[src/design/lkv_pkg.sv]
// lkv_pkg: shared constants, types and state encoding for the lru key-value cache
// used by lkv_ctrl, lkv_dp and the top level lru_key_value_cache_core
// no dependencies
package lkv_pkg;

	localparam int ENTRIES = 16;
	localparam int KEY_W   = 32;
	localparam int VAL_W   = 32;
	localparam int CAP_W   = 5;

	localparam int IDX_W = (ENTRIES > 1) ? $clog2(ENTRIES) : 1;
	localparam int CNT_W = $clog2(ENTRIES + 1);
	localparam int CMP_W = (CAP_W > CNT_W) ? CAP_W : CNT_W;

	localparam int IN_DATA_W  = ((KEY_W + VAL_W + 7) / 8) * 8;
	localparam int OUT_DATA_W = ((VAL_W + 7) / 8) * 8;

	localparam logic [CAP_W-1:0] CAP_RESET = 5'd16;

	// which slot a touch or write goes to
	typedef enum logic [1:0] {
		SEL_HIT,
		SEL_LRU,
		SEL_FREE
	} lkv_sel_t;

	typedef enum logic [1:0] {
		ST_IDLE,
		ST_SCAN,
		ST_DECIDE,
		ST_RESULT
	} lkv_state_t;

	typedef struct packed {
		logic     load;
		logic     scan;
		logic     val_rd;
		logic     touch;
		logic     wr_key;
		logic     wr_val;
		logic     insert;
		logic     out_load;
		lkv_sel_t sel;
	} lkv_cmd_t;

	typedef struct packed {
		logic scan_done;
		logic is_put;
		logic found;
		logic full;
		logic out_free;
	} lkv_sts_t;

endpackage

[src/design/lkv_ram.sv]
// lkv_ram: generic single write port ram with one registered read port
// no dependencies
module lkv_ram #(
	parameter int WIDTH = 32,
	parameter int DEPTH = 16
) (
	input  logic                                          clk,
	input  logic                                          we,
	input  logic [((DEPTH > 1) ? $clog2(DEPTH) : 1)-1:0] waddr,
	input  logic [WIDTH-1:0]                              wdata,
	input  logic                                          re,
	input  logic [((DEPTH > 1) ? $clog2(DEPTH) : 1)-1:0] raddr,
	output logic [WIDTH-1:0]                              rdata
);

	logic [WIDTH-1:0] mem_q [DEPTH];

	always_ff @(posedge clk) begin
		if (we) begin
			mem_q[waddr] <= wdata;
		end
		if (re) begin
			rdata <= mem_q[raddr];
		end
	end

endmodule

[src/design/lkv_dp.sv]
// lkv_dp: datapath of the lru cache: key/value rams, valid bits, recency ranks,
// key scan, touch update, capacity register and output register
// depends on lkv_pkg and lkv_ram
module lkv_dp import lkv_pkg::*; (
	input  logic             clk,
	input  logic             arst_n,
	input  lkv_cmd_t         c,
	output lkv_sts_t         st,
	input  logic             in_put,
	input  logic [KEY_W-1:0] in_key,
	input  logic [VAL_W-1:0] in_value,
	input  logic             cfg_wr,
	input  logic [CAP_W-1:0] cfg_data,
	output logic             out_valid,
	output logic             out_hit,
	output logic [VAL_W-1:0] out_value,
	input  logic             out_ready
);

	logic [KEY_W-1:0] key_q;
	logic [VAL_W-1:0] value_q;
	logic             put_q;
	logic [CAP_W-1:0] cap_q;

	logic [CNT_W-1:0] scan_idx_q;
	logic             chk_s1;
	logic [IDX_W-1:0] idx_s1;
	logic             scan_issue;

	logic             found_q;
	logic [IDX_W-1:0] slot_q;
	logic [IDX_W-1:0] hit_rank_q;
	logic             lru_found_q;
	logic [IDX_W-1:0] lru_slot_q;
	logic [IDX_W-1:0] lru_rank_q;
	logic             free_found_q;
	logic [IDX_W-1:0] free_slot_q;

	logic [ENTRIES-1:0] valid_q;
	logic [IDX_W-1:0]   rank_q [ENTRIES];
	logic [CNT_W-1:0]   count_q;

	logic [KEY_W-1:0] key_rd;
	logic [VAL_W-1:0] val_rd;
	logic             cur_valid;
	logic [IDX_W-1:0] cur_rank;
	logic             key_match;

	logic [IDX_W-1:0] tgt;
	logic [CNT_W-1:0] old_rank;
	logic [CMP_W-1:0] eff_cap;

	logic             out_valid_q;
	logic             out_hit_q;
	logic [VAL_W-1:0] out_value_q;
	logic             out_free;

	// one key per cycle
	assign scan_issue = c.scan && (scan_idx_q != CNT_W'(ENTRIES));

	lkv_ram #(.WIDTH(KEY_W), .DEPTH(ENTRIES)) u_key_ram (
		.clk   (clk),
		.we    (c.wr_key),
		.waddr (tgt),
		.wdata (key_q),
		.re    (scan_issue),
		.raddr (scan_idx_q[IDX_W-1:0]),
		.rdata (key_rd)
	);

	lkv_ram #(.WIDTH(VAL_W), .DEPTH(ENTRIES)) u_val_ram (
		.clk   (clk),
		.we    (c.wr_val),
		.waddr (tgt),
		.wdata (value_q),
		.re    (c.val_rd),
		.raddr (slot_q),
		.rdata (val_rd)
	);

	always_ff @(posedge clk) begin
		if (c.load) begin
			key_q   <= in_key;
			value_q <= in_value;
		end
	end

	always_ff @(posedge clk or negedge arst_n) begin
		if (!arst_n) begin
			put_q <= 1'b0;
			cap_q <= CAP_RESET;
		end else begin
			if (c.load) begin
				put_q <= in_put;
			end
			if (cfg_wr) begin
				cap_q <= cfg_data;
			end
		end
	end

	// scan pipeline: address then compare against the registered ram data
	assign cur_valid = valid_q[idx_s1];
	assign cur_rank  = rank_q[idx_s1];
	assign key_match = chk_s1 && cur_valid && (key_rd == key_q);

	always_ff @(posedge clk or negedge arst_n) begin
		if (!arst_n) begin
			scan_idx_q   <= '0;
			chk_s1       <= 1'b0;
			idx_s1       <= '0;
			found_q      <= 1'b0;
			lru_found_q  <= 1'b0;
			free_found_q <= 1'b0;
		end else if (c.load) begin
			scan_idx_q   <= '0;
			chk_s1       <= 1'b0;
			found_q      <= 1'b0;
			lru_found_q  <= 1'b0;
			free_found_q <= 1'b0;
		end else begin
			chk_s1 <= scan_issue;
			if (scan_issue) begin
				idx_s1     <= scan_idx_q[IDX_W-1:0];
				scan_idx_q <= scan_idx_q + 1'b1;
			end
			if (key_match && !found_q) begin
				found_q <= 1'b1;
			end
			if (chk_s1 && cur_valid && (!lru_found_q || (cur_rank > lru_rank_q))) begin
				lru_found_q <= 1'b1;
			end
			if (chk_s1 && !cur_valid && !free_found_q) begin
				free_found_q <= 1'b1;
			end
		end
	end

	always_ff @(posedge clk) begin
		if (key_match && !found_q) begin
			slot_q     <= idx_s1;
			hit_rank_q <= cur_rank;
		end
		if (chk_s1 && cur_valid && (!lru_found_q || (cur_rank > lru_rank_q))) begin
			lru_slot_q <= idx_s1;
			lru_rank_q <= cur_rank;
		end
		if (chk_s1 && !cur_valid && !free_found_q) begin
			free_slot_q <= idx_s1;
		end
	end

	// target slot and the rank that entries below it age past
	always_comb begin
		unique case (c.sel)
			SEL_HIT: begin
				tgt      = slot_q;
				old_rank = CNT_W'(hit_rank_q);
			end
			SEL_LRU: begin
				tgt      = lru_slot_q;
				old_rank = CNT_W'(lru_rank_q);
			end
			SEL_FREE: begin
				tgt      = free_slot_q;
				old_rank = count_q + 1'b1;
			end
			default: begin
				tgt      = free_slot_q;
				old_rank = count_q + 1'b1;
			end
		endcase
	end

	always_ff @(posedge clk or negedge arst_n) begin
		if (!arst_n) begin
			valid_q <= '0;
			count_q <= '0;
			for (int i = 0; i < ENTRIES; i++) begin
				rank_q[i] <= '0;
			end
		end else begin
			if (c.touch) begin
				for (int i = 0; i < ENTRIES; i++) begin
					if (IDX_W'(i) == tgt) begin
						rank_q[i] <= '0;
					end else if (valid_q[i] && (CNT_W'(rank_q[i]) < old_rank)) begin
						rank_q[i] <= rank_q[i] + 1'b1;
					end
				end
			end
			if (c.insert) begin
				valid_q[tgt] <= 1'b1;
				count_q      <= count_q + 1'b1;
			end
		end
	end

	// capacity 0 acts as 1, above the entry count as the entry count
	always_comb begin
		if (cap_q == '0) begin
			eff_cap = CMP_W'(1);
		end else if (CMP_W'(cap_q) > CMP_W'(ENTRIES)) begin
			eff_cap = CMP_W'(ENTRIES);
		end else begin
			eff_cap = CMP_W'(cap_q);
		end
	end

	assign out_free = !out_valid_q || out_ready;

	always_ff @(posedge clk or negedge arst_n) begin
		if (!arst_n) begin
			out_valid_q <= 1'b0;
		end else if (c.out_load) begin
			out_valid_q <= 1'b1;
		end else if (out_ready) begin
			out_valid_q <= 1'b0;
		end
	end

	always_ff @(posedge clk) begin
		if (c.out_load) begin
			out_hit_q   <= found_q;
			out_value_q <= found_q ? val_rd : '0;
		end
	end

	assign st.scan_done = chk_s1 && (idx_s1 == IDX_W'(ENTRIES - 1));
	assign st.is_put    = put_q;
	assign st.found     = found_q;
	assign st.full      = CMP_W'(count_q) >= eff_cap;
	assign st.out_free  = out_free;

	assign out_valid = out_valid_q;
	assign out_hit   = out_hit_q;
	assign out_value = out_value_q;

	a_count_bound: assert property (@(posedge clk) disable iff (!arst_n)
		count_q <= CNT_W'(ENTRIES))
		else $error("entry count above entry total");

	a_no_touch_in_scan: assert property (@(posedge clk) disable iff (!arst_n)
		!(c.touch && scan_issue))
		else $error("rank update during key scan");

	a_insert_valid: assert property (@(posedge clk) disable iff (!arst_n)
		c.insert |=> valid_q[$past(tgt)])
		else $error("inserted slot not marked valid");

	a_load_free: assert property (@(posedge clk) disable iff (!arst_n)
		c.out_load |-> out_free)
		else $error("result overwrites an untaken result");

endmodule

[src/design/lkv_ctrl.sv]
// lkv_ctrl: controller state machine of the lru cache, sequences scan, decision,
// update and result hand-off through command and status structs
// depends on lkv_pkg
module lkv_ctrl import lkv_pkg::*; (
	input  logic     clk,
	input  logic     arst_n,
	input  logic     in_valid,
	output logic     in_ready,
	input  lkv_sts_t st,
	output lkv_cmd_t c
);

	lkv_state_t state_q;
	lkv_state_t state_d;

	always_ff @(posedge clk or negedge arst_n) begin
		if (!arst_n) begin
			state_q <= ST_IDLE;
		end else begin
			state_q <= state_d;
		end
	end

	always_comb begin
		state_d  = state_q;
		in_ready = 1'b0;
		c        = '0;
		c.sel    = SEL_HIT;
		unique case (state_q)
			ST_IDLE: begin
				in_ready = 1'b1;
				if (in_valid) begin
					c.load  = 1'b1;
					state_d = ST_SCAN;
				end
			end
			ST_SCAN: begin
				c.scan = 1'b1;
				if (st.scan_done) begin
					state_d = ST_DECIDE;
				end
			end
			ST_DECIDE: begin
				if (!st.is_put) begin
					if (st.found) begin
						c.val_rd = 1'b1;
						c.touch  = 1'b1;
						c.sel    = SEL_HIT;
					end
					state_d = ST_RESULT;
				end else begin
					c.touch  = 1'b1;
					c.wr_val = 1'b1;
					if (st.found) begin
						c.sel = SEL_HIT;
					end else if (st.full) begin
						c.wr_key = 1'b1;
						c.sel    = SEL_LRU;
					end else begin
						c.wr_key = 1'b1;
						c.insert = 1'b1;
						c.sel    = SEL_FREE;
					end
					state_d = ST_IDLE;
				end
			end
			ST_RESULT: begin
				if (st.out_free) begin
					c.out_load = 1'b1;
					state_d    = ST_IDLE;
				end
			end
		endcase
	end

endmodule

[src/design/lru_key_value_cache_core.sv]
// lru_key_value_cache_core: top level of a fully associative key-value cache
// with least recently used replacement, joins controller and datapath
// depends on lkv_pkg, lkv_ctrl, lkv_dp (and lkv_ram through lkv_dp)
//
//  group  dir  signals                         item
//  s_*    in   tvalid tready tdata tuser       one get or put request
//  m_*    out  tvalid tready tdata tuser       one get result (puts give none)
//  cfg_*  in   valid ready data                capacity register write
//
// a request passes the idle state that takes the item, a scan of all keys
// through the registered key ram read, the decide state and, for a get, the
// result state that loads the result register
// reset clears valid bits, ranks, entry count and sets capacity to 16; key and
// value rams are not cleared, the scan ignores the keys of invalid slots
// a waiting result does not block the next request; only a later get waits
// in its result state until the output register is free
module lru_key_value_cache_core import lkv_pkg::*; (
	input  logic                  clk,
	input  logic                  arst_n,
	// s_tdata: key [31:0], write_value [63:32]
	input  logic [IN_DATA_W-1:0]  s_tdata,
	// s_tuser: cmd (0 get, 1 put)
	input  logic                  s_tuser,
	input  logic                  s_tvalid,
	output logic                  s_tready,
	// m_tdata: read_value [31:0], zero on a miss
	output logic [OUT_DATA_W-1:0] m_tdata,
	// m_tuser: hit
	output logic                  m_tuser,
	output logic                  m_tvalid,
	input  logic                  m_tready,
	input  logic [CAP_W-1:0]      cfg_data,
	input  logic                  cfg_valid,
	output logic                  cfg_ready
);

	lkv_cmd_t         cmd;
	lkv_sts_t         sts;
	logic [VAL_W-1:0] rd_value;

	// capacity write is always taken
	assign cfg_ready = 1'b1;

	lkv_ctrl u_ctrl (
		.clk      (clk),
		.arst_n   (arst_n),
		.in_valid (s_tvalid),
		.in_ready (s_tready),
		.st       (sts),
		.c        (cmd)
	);

	lkv_dp u_dp (
		.clk       (clk),
		.arst_n    (arst_n),
		.c         (cmd),
		.st        (sts),
		.in_put    (s_tuser),
		.in_key    (s_tdata[KEY_W-1:0]),
		.in_value  (s_tdata[KEY_W+VAL_W-1:KEY_W]),
		.cfg_wr    (cfg_valid),
		.cfg_data  (cfg_data),
		.out_valid (m_tvalid),
		.out_hit   (m_tuser),
		.out_value (rd_value),
		.out_ready (m_tready)
	);

	assign m_tdata = OUT_DATA_W'(rd_value);

endmodule
[config.mk]
export PLATFORM = sky130hd
export DESIGN_NAME = lru_key_value_cache_core
export DESIGN_NICKNAME = d
export VERILOG_FILES = /design/src/design/lkv_pkg.sv /design/src/design/lkv_ram.sv /design/src/design/lkv_dp.sv /design/src/design/lkv_ctrl.sv /design/src/design/lru_key_value_cache_core.sv
export SDC_FILE = /design/constraint.sdc
export NUM_CORES = 1
export LEC_CHECK = 0
export ABC_CLOCK_PERIOD_IN_PS = 6140
export BUFFER_PORTS_ARGS = -buffer_cell sky130_fd_sc_hd__buf_2
export CAP_MARGIN = 25
export CORE_UTILIZATION = 30
export DETAILED_ROUTE_END_ITERATION = 16
export GPL_ROUTABILITY_DRIVEN = 0
export HOLD_SLACK_MARGIN = 0.06
export MAX_ROUTING_LAYER = met4
export PLACE_DENSITY = 0.55
export SYNTH_ARGS = -nofsm -noshare
export SYNTH_HDL_FRONTEND = slang
export SYNTH_SLANG_ARGS = --single-unit
[constraint.sdc]
create_clock -name clk -period 6.14 [get_ports clk]
set_input_delay 1.228 -clock clk [delete_from_list [all_inputs] [get_ports clk]]
set_output_delay 1.228 -clock clk [all_outputs]
set_load 0.005 [all_outputs]
# --- Word level (Yosys, flattened, before mapping) ---
# Memory sizes are Yosys's and may differ from the RTL's. A register that Yosys moved wholly into a read port is not among the register bits.
# Cells that the tools add are included.
# W data, S select, Z words.
word_totals:
  reg_bits: 224
  mem_bits_rw: 1024
  inputBits: 75
  out_inout_bits: 36
  mem_count: 2
classes:
  n_addsub: 18
  n_lt_le_gt_ge: 23
  eq_ne: 25
  muxes: 81
  bitwise: 3
  n_reduce_logical: 75
memory_table:
  columns: ["name", "words", "width", "rd", "rd_clocked_by_memory_dff", "wr", "line_no", "rtl"]
  rows:
  - ["u_dp.u_key_ram.mem_q", 16, 32, 1, 1, 1, "lkv_ram.sv:16", "logic [WIDTH-1:0] mem_q [DEPTH];"]
  - ["u_dp.u_val_ram.mem_q", 16, 32, 1, 1, 1, "lkv_ram.sv:16", null]
op_table:
  columns: ["op", "count"]
  rows:
  - ["$mux W4", 34]
  - ["$lt A4 B5 Y1", 16]
  - ["$add A4 B1 Y4 const B", 16]
  - ["$reduce_bool A2 Y1", 21]
  - ["$reduce_and A2 Y1", 17]
  - ["$eq A32 B32 Y1", 1]
  - ["$eq A4 B4 Y1 const A", 8]
  - ["$mux W1", 26]
  - ["$logic_and A1 B1 Y1", 25]
  - ["$mux W5", 5]
  - ["$mux W2", 9]
  - ["$bmux W4 S4", 1]
  - ["$eq A3 B4 Y1 const A", 4]
  - ["$or A16 B16 Y16", 1]
  - ["$add A5 B1 Y5 const B", 2]
  - ["$lt A4 B5 Y1 const B", 2]
  - ["$pmux W5 S2", 1]
  - ["$eq A2 B4 Y1 const A", 2]
  - ["$pmux W2 S4", 1]
  - ["$pmux W4 S2", 1]
  - ["$ge A5 B5 Y1", 1]
  - ["$ge A5 B5 Y1 const B", 1]
  - ["$gt A5 B5 Y1 const B", 1]
  - ["$logic_not A1 Y1", 5]
  - ["19 further kinds", 24]

# --- Logic depth before layout (Yosys ltp) ---
# Gate-level depths: netlist of run 1.
logic_depth:
  ltp_word: 15
  ltp_mapped: 20

# --- Hierarchy ---
# Synthesis of run 1 repeated with hierarchy kept, for this count alone.
hier_totals:
  cells_unflattened: 2682
  hier_area_um2: 52426.5
modules_own_cells:
  columns: ["module", "instances", "cells_each", "area_per_inst_um2", "seq_area_each_um2"]
  rows:
  - ["lkv_ram (u_dp.u_key_ram)", 1, 838, 20156.8, 16335.7]
  - ["lkv_ram (u_dp.u_val_ram)", 1, 838, 20155.6, 16335.7]
  - ["lkv_dp", 1, 981, 11917.7, 6142.1]
  - ["lkv_ctrl", 1, 23, 185.2, 50.0]
  - ["lru_key_value_cache_core", 1, 2, 11.3, 0.0]

# --- Least setup slack after synthesis of run 1 ---
# No wires, ideal clock.
synth_path:
  kind: "reg2reg"
  start: "reg u_dp.cap_q[4]"
  end: "mem u_dp.u_key_ram.mem_q[3][0] (enable)"
  t_arrival_ps: 4385
  required_ps: 5670
  slack_ps: 1285
  stages_incl_launch_ff: 10
  path_cell_list: "dfstp_2 > inv_1 > nand2_1 > ha_1 > or2_2 > a211oi_2 > a21o_1 > buf_4 > nand3_1 > o31ai_1"
synth_via:
  elab_chain_cells: 10
  elab_cells_between_ends: 12
synth_lines:
  columns: ["element", "line_no", "rtl"]
  rows:
  - ["start, declared", "lkv_dp.sv:23", "logic [CAP_W-1:0] cap_q;"]
  - ["start signal, assigned", "lkv_dp.sv:97", "cap_q <= cfg_data;"]
  - ["$gt A5 B5 Y1", "lkv_dp.sv:203", "end else if (CMP_W'(cap_q) > CMP_W'(ENTRIES)) begin"]
  - ["$mux W5", "lkv_dp.sv:203", null]
  - ["$mux W5 (*)", "lkv_dp.sv:201", "if (cap_q == '0) begin"]
  - ["$ge A5 B5 Y1 (*)", "lkv_dp.sv:232", "assign st.full = CMP_W'(count_q) >= eff_cap;"]
  - ["$mux W2 (*)", "lkv_ctrl.sv:56", "end else if (st.full) begin"]
  - ["$mux W2 (*)", "lkv_ctrl.sv:54", "if (st.found) begin"]
  - ["$mux W2 (*)", "lkv_ctrl.sv:44", "if (!st.is_put) begin"]
  - ["$mux W2 (*)", "lkv_ctrl.sv:29", "unique case (state_q)"]
  - ["$eq A2 B1 Y1 or $logic_not A2 Y1 (tied branches)", "lkv_dp.sv:155", "unique case (c.sel)"]
  - ["$pmux W4 S2 (*)", "lkv_dp.sv:155", null]
  - ["end, declared", "lkv_ram.sv:16", null]
# Every way passes the cells marked *; elsewhere a longest branch is shown, timed or not.

# --- Worst setup path after layout of run 1 ---
layout_path:
  start: "reg u_dp.cap_q[3]"
  end: "reg u_dp.rank_q[27] (netlist name)"
layout_via:
  elab_chain_cells: 14
  elab_cells_between_ends: 19
layout_lines:
  columns: ["element", "line_no", "rtl"]
  rows:
  - ["$gt A5 B5 Y1", "lkv_dp.sv:203", null]
  - ["$mux W5", "lkv_dp.sv:203", null]
  - ["$mux W5 (*)", "lkv_dp.sv:201", null]
  - ["$ge A5 B5 Y1 (*)", "lkv_dp.sv:232", null]
  - ["$mux W2 (*)", "lkv_ctrl.sv:56", null]
  - ["$mux W2 (*)", "lkv_ctrl.sv:54", null]
  - ["$mux W2 (*)", "lkv_ctrl.sv:44", null]
  - ["$mux W2 (*)", "lkv_ctrl.sv:29", null]
  - ["$eq A2 B1 Y1 or $logic_not A2 Y1 (tied branches)", "lkv_dp.sv:155", null]
  - ["$pmux W5 S2", "lkv_dp.sv:155", null]
  - ["$lt A4 B5 Y1", "lkv_dp.sv:187", "end else if (valid_q[i] && (CNT_W'(rank_q[i]) < old_rank)) begin"]
  - ["$logic_and A1 B1 Y1", "lkv_dp.sv:187", null]
  - ["$reduce_bool A2 Y1 (no source line)", null, null]
  - ["$reduce_and A2 Y1 (no source line)", null, null]
  - ["end signal, assigned by index", "lkv_dp.sv:188", "rank_q[i] <= rank_q[i] + 1'b1;"]
  - ["end, declared", "lkv_dp.sv:40", "logic [IDX_W-1:0] rank_q [ENTRIES];"]
# Marks and branches as above.
# A chain may end at the register's enable or synchronous reset.

==> results of run 1 <==
synthesized netlist by cell type, drive strengths merged, types with 4 or more instances:
library cell	instances
a211o	5
a211oi	10
a21o	20
a21oi	39
a22o	4
a22oi	9
a2bb2oi	4
a31o	9
a31oi	5
a32o	5
and2	36
and3	5
buf	43
clkbuf	65
dfrtp	106
edfxtp	1205
ha	76
inv	26
mux2	16
mux4	344
nand2	48
nand2b	14
nand3	36
nand3b	4
nand4	24
nor2	97
nor2b	12
nor3	10
nor3b	9
nor4	5
o211ai	12
o21a	5
o21ai	45
o21bai	6
o31ai	9
o32ai	4
or3	13
or4	4
xnor2	42
xor2	14
registers in the layout, indices dropped and copies added, names as in the netlist, 4 cells and up:
signal                cells
u_dp.cap_q                5
u_dp.count_q              5
u_dp.free_slot_q          4
u_dp.hit_rank_q           4
u_dp.idx_s1               4
u_dp.key_q               32
u_dp.lru_rank_q           4
u_dp.lru_slot_q           4
u_dp.out_value           32
u_dp.rank_q              64
u_dp.scan_idx_q           5
u_dp.slot_q               4
u_dp.u_key_ram.mem_q    512
u_dp.u_key_ram.rdata     32
u_dp.u_val_ram.mem_q    512
u_dp.u_val_ram.rdata     32
u_dp.valid_q             16
u_dp.value_q             32
kinds of logic (layout without fill, tap and decap cells):
family,after synthesis,count (layout),synth area share
flops,1312,1312,0.746
mux,362,362,0.153
simple gates,324,324,0.0332
compound gates,216,216,0.0299
buf+inv,134,464,0.0105
fa+ha+maj,76,76,0.0183
xor+xnor,56,56,0.00942
other cells,1,2,0.0000720
layer usage:
metal | vias up | part of all wire | global-route usage
met1 | 13500 | 0.45 | 0.199
met3 | 180 | 0.043 | 0.0238
met2 | 640 | 0.48 | 0.233
met4 | 0 | 0.022 | 0.0431
met5 | - | 0 | -
li1 | 10800 | - | -
cells in the final DEF (no fill, tap or decap), drive strengths merged, types with 10 or more instances in the layout:
master,count
clkinv,54
xor2,14
nand3,36
inv,37
nor2,97
o21ai,45
edfxtp,1205
mux4,344
ha,76
buf,193
and2,36
a211oi,10
or3,13
clkbuf,169
nand2b,14
nor3,10
dfrtp,106
nor2b,12
a21o,20
nand2,48
mux2,16
nand4,24
a21oi,39
xnor2,42
o211ai,12
report_power, final:
part | internal (uW) | switching [uW] | total [uW]
clock | 4470 | 3520 | 7980
sequential | 10200 | 370 | 10500
combinational | 1390 | 1370 | 2760
total | 16000 | 5260 | 21300
path summary, 6_finish.rpt:
kind	from	endpoint	depth (start not counted)
max	u_dp.cap_q[3]	u_dp.rank_q[27]	20
max reg2reg	u_dp.cap_q[3]	u_dp.rank_q[27]	20
min reg2reg	u_dp.free_found_q	u_dp.free_found_q	2
max in group asynchronous	arst_n	u_dp.scan_idx_q[1]	2
min in group asynchronous	arst_n	u_dp.rank_q[4]	1
min	u_dp.free_found_q	u_dp.free_found_q	2
through the flow:
stage	power (uW)	setup slack (ns)	std cells
finish	21300	1.85	5122
global route	22100	1.42	5121
CTS	21600	1.82	5120
detailed placement	13500	1.85	4875
global placement	13500	1.85	4874
floorplan	12600	1.29	2481
critical path, delay by kind of cell (launching register included):
kind                     cells  cell delay (ns)
AO/OA/AOI/OAI                9             1.74
adder cells (fa/ha/maj)      2             0.50
buffers and inverters        1             0.30
flip-flops                   1             0.39
AND/OR/NAND/NOR              8             1.24
layout make-up:
cell class | count | area (sq um)
inverters | 26 | 97.6
clock inverters | 76 | 681
clock buffers | 169 | 3570
well taps | 2310 | 2890
diodes | 1 | 2.50
flip-flops and latches | 1312 | 38900
repair buffers | 193 | 1260
multi-input cells | 1035 | 13000
fillers | 16000 | 112000
==> results.md, run 1 <==
* Outcome: complete, no violations
* # H-tree levels at 4
* Post-synth cell types at 82
* Worst EP arrival at approximately 5.0 ns
* CP dominant cell by count: a21oi_1
* Clock Pin Slew Worst Setup and Hold Paths at 0.06 ns
* Area growth from synthesis to layout at 15.9%
* Critical-path cell list: nor3_1 -> nor2_1 -> nor2_1 -> ha_1 -> nor2b_2 -> o21ai_2 -> a31o_2 -> nand2_1 -> a21oi_1 -> a21oi_2 -> buf_4 -> ha_1 -> o21ai_0 -> nand2b_1 -> a21oi_1 -> a21oi_1 -> o22ai_1 -> nand4_1 -> or4_1 -> o21ai_0
* DR WL/cell at between 20 and 25 um
* Drt drc at 0
* Post-Syn Instances at 2481
* Final Util at 0.351
* Pleak at 0.0197 uW
* # Post-CTS Setup Buffers at 0
* Synth Register Bits at 1312
* Share of layout cells above drive strength 1 at 0.293
* CP endpoint kind: flop
* Register area share after synthesis at 0.746
* Max Root-Sink Buffers at 3
* Post-synth EDFFs at between 1000 and 1500
* Initial DRT Pass Iterations at 7
* Synth area leader: edfxtp_1
* Final setup viols at 0
* Largest stage delay, worst path at 0.43 ns
* WL final at 125 mm
* Reg2reg setup slack at between 1.5 and 2 ns
* Worst-Margin Slew at 1.15 ns
* CP Launch Type: flop
* Critical path class: flop to flop
* Post-synth top flop: edfxtp_1
* Initial Util at 0.303
* Post-Syn Area at 0.0521 sq mm
* Syn Area/Cell at 21.0 sq um
* Yosys warns at 0
* Design area at slightly above 0.06 sq mm
* Syn nets at 2632
* Fin. max-slew vios at 0
* Worst vdd ir at 0.000288 V
* Max Clock Skew at 0.0250 ns
* CTS Buf Count at 138
* Initial antenna violation count at 7
* I/O Pins at around 110
* Slowest CP cell: a21oi_2
* CTS tree: yes
* DP Area at between 0.05 and 0.06 sq mm
* Gr usage total at 0.148
* Min cycle time layout at 4.29 ns
* Final hold vios at 0
* Vias in the first global route at around 26000
* Routed Antenna Nets at 0
* CP required at between 6 and 7 ns
* Unrepaired setup endpoints after global routing: false
* Pin count of the biggest net entering global routing at 132
* Clock Sinks at 1312
* Vias at 25100
* Iteration-0 DRC count of the detailed router at 2117
* Core footprint at 0.172 sq mm
* Final Cycle Share at 0.699
* Die Span Y at ~420 um
* Max frequency at 233 MHz
* Die W at 419 um
* First-pass GRT wire length at 184 mm
* Post-synth top area share at 0.695
* Die area at ~0.18 sq mm
* Hold-fix buffer count after cts at 0
* CTS Root Cell: clkbuf_16
* Grt ovf at 0
* Post-CTS sizing at 0
* Top cells by area, synth: edfxtp_1, mux4_2, dfrtp_1
* Final HPWL DP at approximately 69 mm
* Async SR Flop Fraction at 0.0816
* Total negative slack at 0 ns
* Vias per inst at 4.91
* Hold Crit Class: flop to flop
* Clock latency at the later pin of the worst-skew pair at 0.77 ns
* Crit-path max FO at 11
* Nets@finish at approximately 2900
* Slew headroom at 0.234
* Row cnt at about 150
* Max-Cap Viols at 0
* IO Port Bufs at 109
* Hold slack at around 0.5 ns
* Pwr Density at ~350 mW/mm^2
Note: power is estimated with default switching activity, not from simulation.
==> run 2: changes to the inputs <==
--- a/config.mk
+++ b/config.mk
@@ -5,7 +5,8 @@
 export SDC_FILE = /design/constraint.sdc
 export NUM_CORES = 1
 export LEC_CHECK = 0
-export ABC_CLOCK_PERIOD_IN_PS = 6140
+export ABC_AREA = 1
+export ABC_CLOCK_PERIOD_IN_PS = 4500
 export BUFFER_PORTS_ARGS = -buffer_cell sky130_fd_sc_hd__buf_2
 export CAP_MARGIN = 25
 export CORE_UTILIZATION = 30
==> constraint.sdc (replaced) <==
create_clock -name clk -period 4.5 [get_ports clk]
set_input_delay 0.9 -clock clk [delete_from_list [all_inputs] [get_ports clk]]
set_output_delay 0.9 -clock clk [all_outputs]
set_load 0.005 [all_outputs]
==> run 2 against run 1 <==
Net effect: highest routed layer unchanged; setup slack worse by 1.1 ns; first-iteration DRC count is 45% higher; sequential power is 48% higher; utilization is 0.073 points lower; maximum frequency is 16% higher; final cell count is 30% higher; largest cell class unchanged; via count is 31% higher; critical path depth is 6 lower.
==> results.md, run 2 <==
* Worst EP arrival at 4.16 ns
* Top-count cell post-synth: edfxtp_1
* Vias at 32900
* CTS tree: yes
* FILL cells at 17100
* WL final at approximately 140 mm
* Grt ovf at 0
* Vias in the first global route at 32400
* Outcome: complete, no violations
* Hold-fix buffer count after cts at 0
* Clock Pin Slew Worst Setup and Hold Paths at 0.06 ns
* CTS Buf Count at between 100 and 150
* Post-synth top flop: edfxtp_1
* Sw Ratio at 0.297
* Synth Register Bits at 1312
* Crit-path max FO at 11
* Largest stage delay, worst path at 0.52 ns
* Fin. max-slew vios at 0
* Critical path class: flop to flop
* Final HPWL DP at 77.2 mm
* Register area share after synthesis at 0.725
* Top cells by area, synth: edfxtp_1, dfrtp_1, o21ai_0
* Pin count of the biggest net entering global routing at 257
* Min cycle time layout at 3.71 ns
* Seq pwr share at 0.479
* Post-synth EDFFs at 1205
* Worst setup path endpoint: u_dp.u_key_ram.mem_q[2][7]
* CP dominant cell by count: nand2_1
* Worst r2r src: u_dp.cap_q[4]
* Gr usage total at 0.157
* Power share of the clock group at 0.346
* Post-CTS sizing at 0
* Post-Syn Instances at 4122
* Initial DRT Pass Iterations at 5
* Post-synth top area share at 0.675
* Max Root-Sink Buffers at 3
* Die W at 425 um
* Design area at 0.0619 sq mm
* Initial Util at 0.303
* Worst-Margin Slew at approximately 1.2 ns
* Post-Syn Area at 0.0536 sq mm
* Reg2Reg Capture Point: u_dp.u_key_ram.mem_q[2][7]
* Worst vdd ir at 0.000368 V
* Total negative slack at 0 ns
* Pwr Density at between 500 and 600 mW/mm^2
* Crit-path leading delay family: simple AND/OR/NAND/NOR gates
* Critical-path cell list: inv_1 -> ha_1 -> nand2_1 -> nor2_1 -> nand2_1 -> nand3_1 -> nand3b_1 -> nand2_1 -> nor2_1 -> nand2_1 -> nor2_2 -> inv_1 -> nor2_4 -> buf_4
* Core footprint at around 0.18 sq mm
* Hold Crit Class: input pin to asynchronous set/reset pin
* IO Port Bufs at around 110
* Logic pwr share at 0.176
* Die area at 0.180 sq mm
* Die Span Y at 425 um
* Row cnt at 154
* # Post-CTS Setup Buffers at 0
* Share of layout cells above drive strength 1 at 0.113
* Area growth from synthesis to layout at 15.5%
* CP endpoint kind: flop
* Syn Area/Cell at roughly 13 sq um
* Vias per inst at roughly 5
* CP Launch Type: flop
* Drt drc at 0
* Reg2reg setup slack at 0.79 ns
* Crit. path cell count at 14
* Most common cell after layout, fill and taps aside: edfxtp_1
* Commonest cells post-synth: edfxtp_1, nor2_1, o21ai_0
* CTS Root Cell: clkbuf_16
* Syn nets at between 4000 and 5000
* DP Area at 0.0575 sq mm
* Max-Cap Viols at 0
* Routed Antenna Nets at 0
* Most frequent cells in the layout: edfxtp_1, nor2_1, o21ai_0
* CP required at 4.95 ns
* Nets@finish at 4380
* Slew headroom at 0.171
* Buffers & Inverters on Critical Path at 3
* Post-synth cell types at 49
* Path depth of the worst reg2reg path at 14
* Regs by FF count: u_dp.u_key_ram.mem_q (512), u_dp.u_val_ram.mem_q (512), u_dp.rank_q (64)
* Final hold vios at 0
* Final setup viols at 0
* Unrepaired setup endpoints after global routing: false
* # H-tree levels at 4
* Iteration-0 DRC count of the detailed router at 3080
* Async SR Flop Fraction at 0.0816
* Synth area leader: edfxtp_1
* Yosys warns at 0
* Slowest CP cell: dfstp_2
* Max Clock Skew at approximately 0.030 ns
* Setup crit start: u_dp.cap_q[4]
* First-pass GRT wire length at 208 mm
* Clock Sinks at 1312
* Net Switching at around 9600 uW
* Max frequency at between 200 and 300 MHz
* Final Cycle Share at 0.825
* DR WL/cell at 20.9 um
* Initial antenna violation count at 3
* Clock latency at the later pin of the worst-skew pair at 0.77 ns
* Pleak at 0.0214 uW
* Pint at about 23000 uW
* I/O Pins at 111
## run 2: metal layers
metal / vias up / track usage / share of wire
li1: 15400 / - / -
met1: 16500 / 0.203 / 0.44
met2: 831 / 0.253 / 0.49
met3: 195 / 0.0207 / 0.047
met4: 0 / 0.0554 / 0.028
met5: - / - / 0
## run 2: through the flow
step	power [uW]	utilization	setup WS [ns]	hold WS, ns	std cells
after floorplan	19100	-	0.591	0.453	4122
after global placement	21300	0.325	0.739	0.476	6428
after detailed placement	21400	0.325	0.788	0.489	6429
after CTS	32600	0.350	0.760	0.248	6679
after global routing	33800	0.350	0.476	0.276	6680
final	32300	0.350	0.787	0.277	6682
## run 2: cell type report
cell class / instances / area [sq um] / share of cell area
Multi-Input combinational cell: 2415 / 13500 / 0.218
Antenna cell: 2 / 5.00 / 0.0000809
Tap cell: 2340 / 2930 / 0.0473
Clock inverter: 71 / 636 / 0.0103
Sequential cell: 1312 / 38900 / 0.628
Timing Repair Buffer: 195 / 1550 / 0.0251
Inverter: 168 / 642 / 0.0104
Clock buffer: 179 / 3740 / 0.0605
## run 2: how the worst min path moves through the flow
stage                                 start  cells past startpoint                 to
after floorplan             u_dp.valid_q[2]                      2    u_dp.valid_q[2]
after global placement    u_dp.free_found_q                      1  u_dp.free_found_q
after detailed placement  u_dp.free_found_q                      1  u_dp.free_found_q
after CTS                            arst_n                      1     u_dp.rank_q[8]
after global routing             s_tdata[4]                      1      u_dp.key_q[4]
final                                arst_n                      1  u_ctrl.state_q[1]
## run 2: worst register-to-register path: cells and delay by family (launching register included)
| family | cells | cell delay (ns) |
|---|---|---|
| buf+inv | 3 | 0.57 |
| simple gates | 10 | 2.01 |
| flops | 1 | 0.52 |
| fa+ha+maj | 1 | 0.30 |
## run 2: logic make-up after synthesis
group                      after synthesis  synth area share
xor gates and xnor gates                44           0.00719
muxes                                  114            0.0214
adders and majority gates               76            0.0177
buffers and inverters                  395            0.0284
AOI/OAI and AO/OA                      829            0.0944
other                                    1         0.0000700
DFF                                   1312             0.725
and+or+nand+nor                       1351             0.106
## run 2: power by group through the flow
stage	registers, uW	clock network, uW	logic [uW]
after floorplan	15200	0	3840
after global placement	15700	0	5640
after detailed placement	15700	0	5710
after CTS	15500	11400	5750
after global routing	15600	11900	6320
final	15500	11200	5670
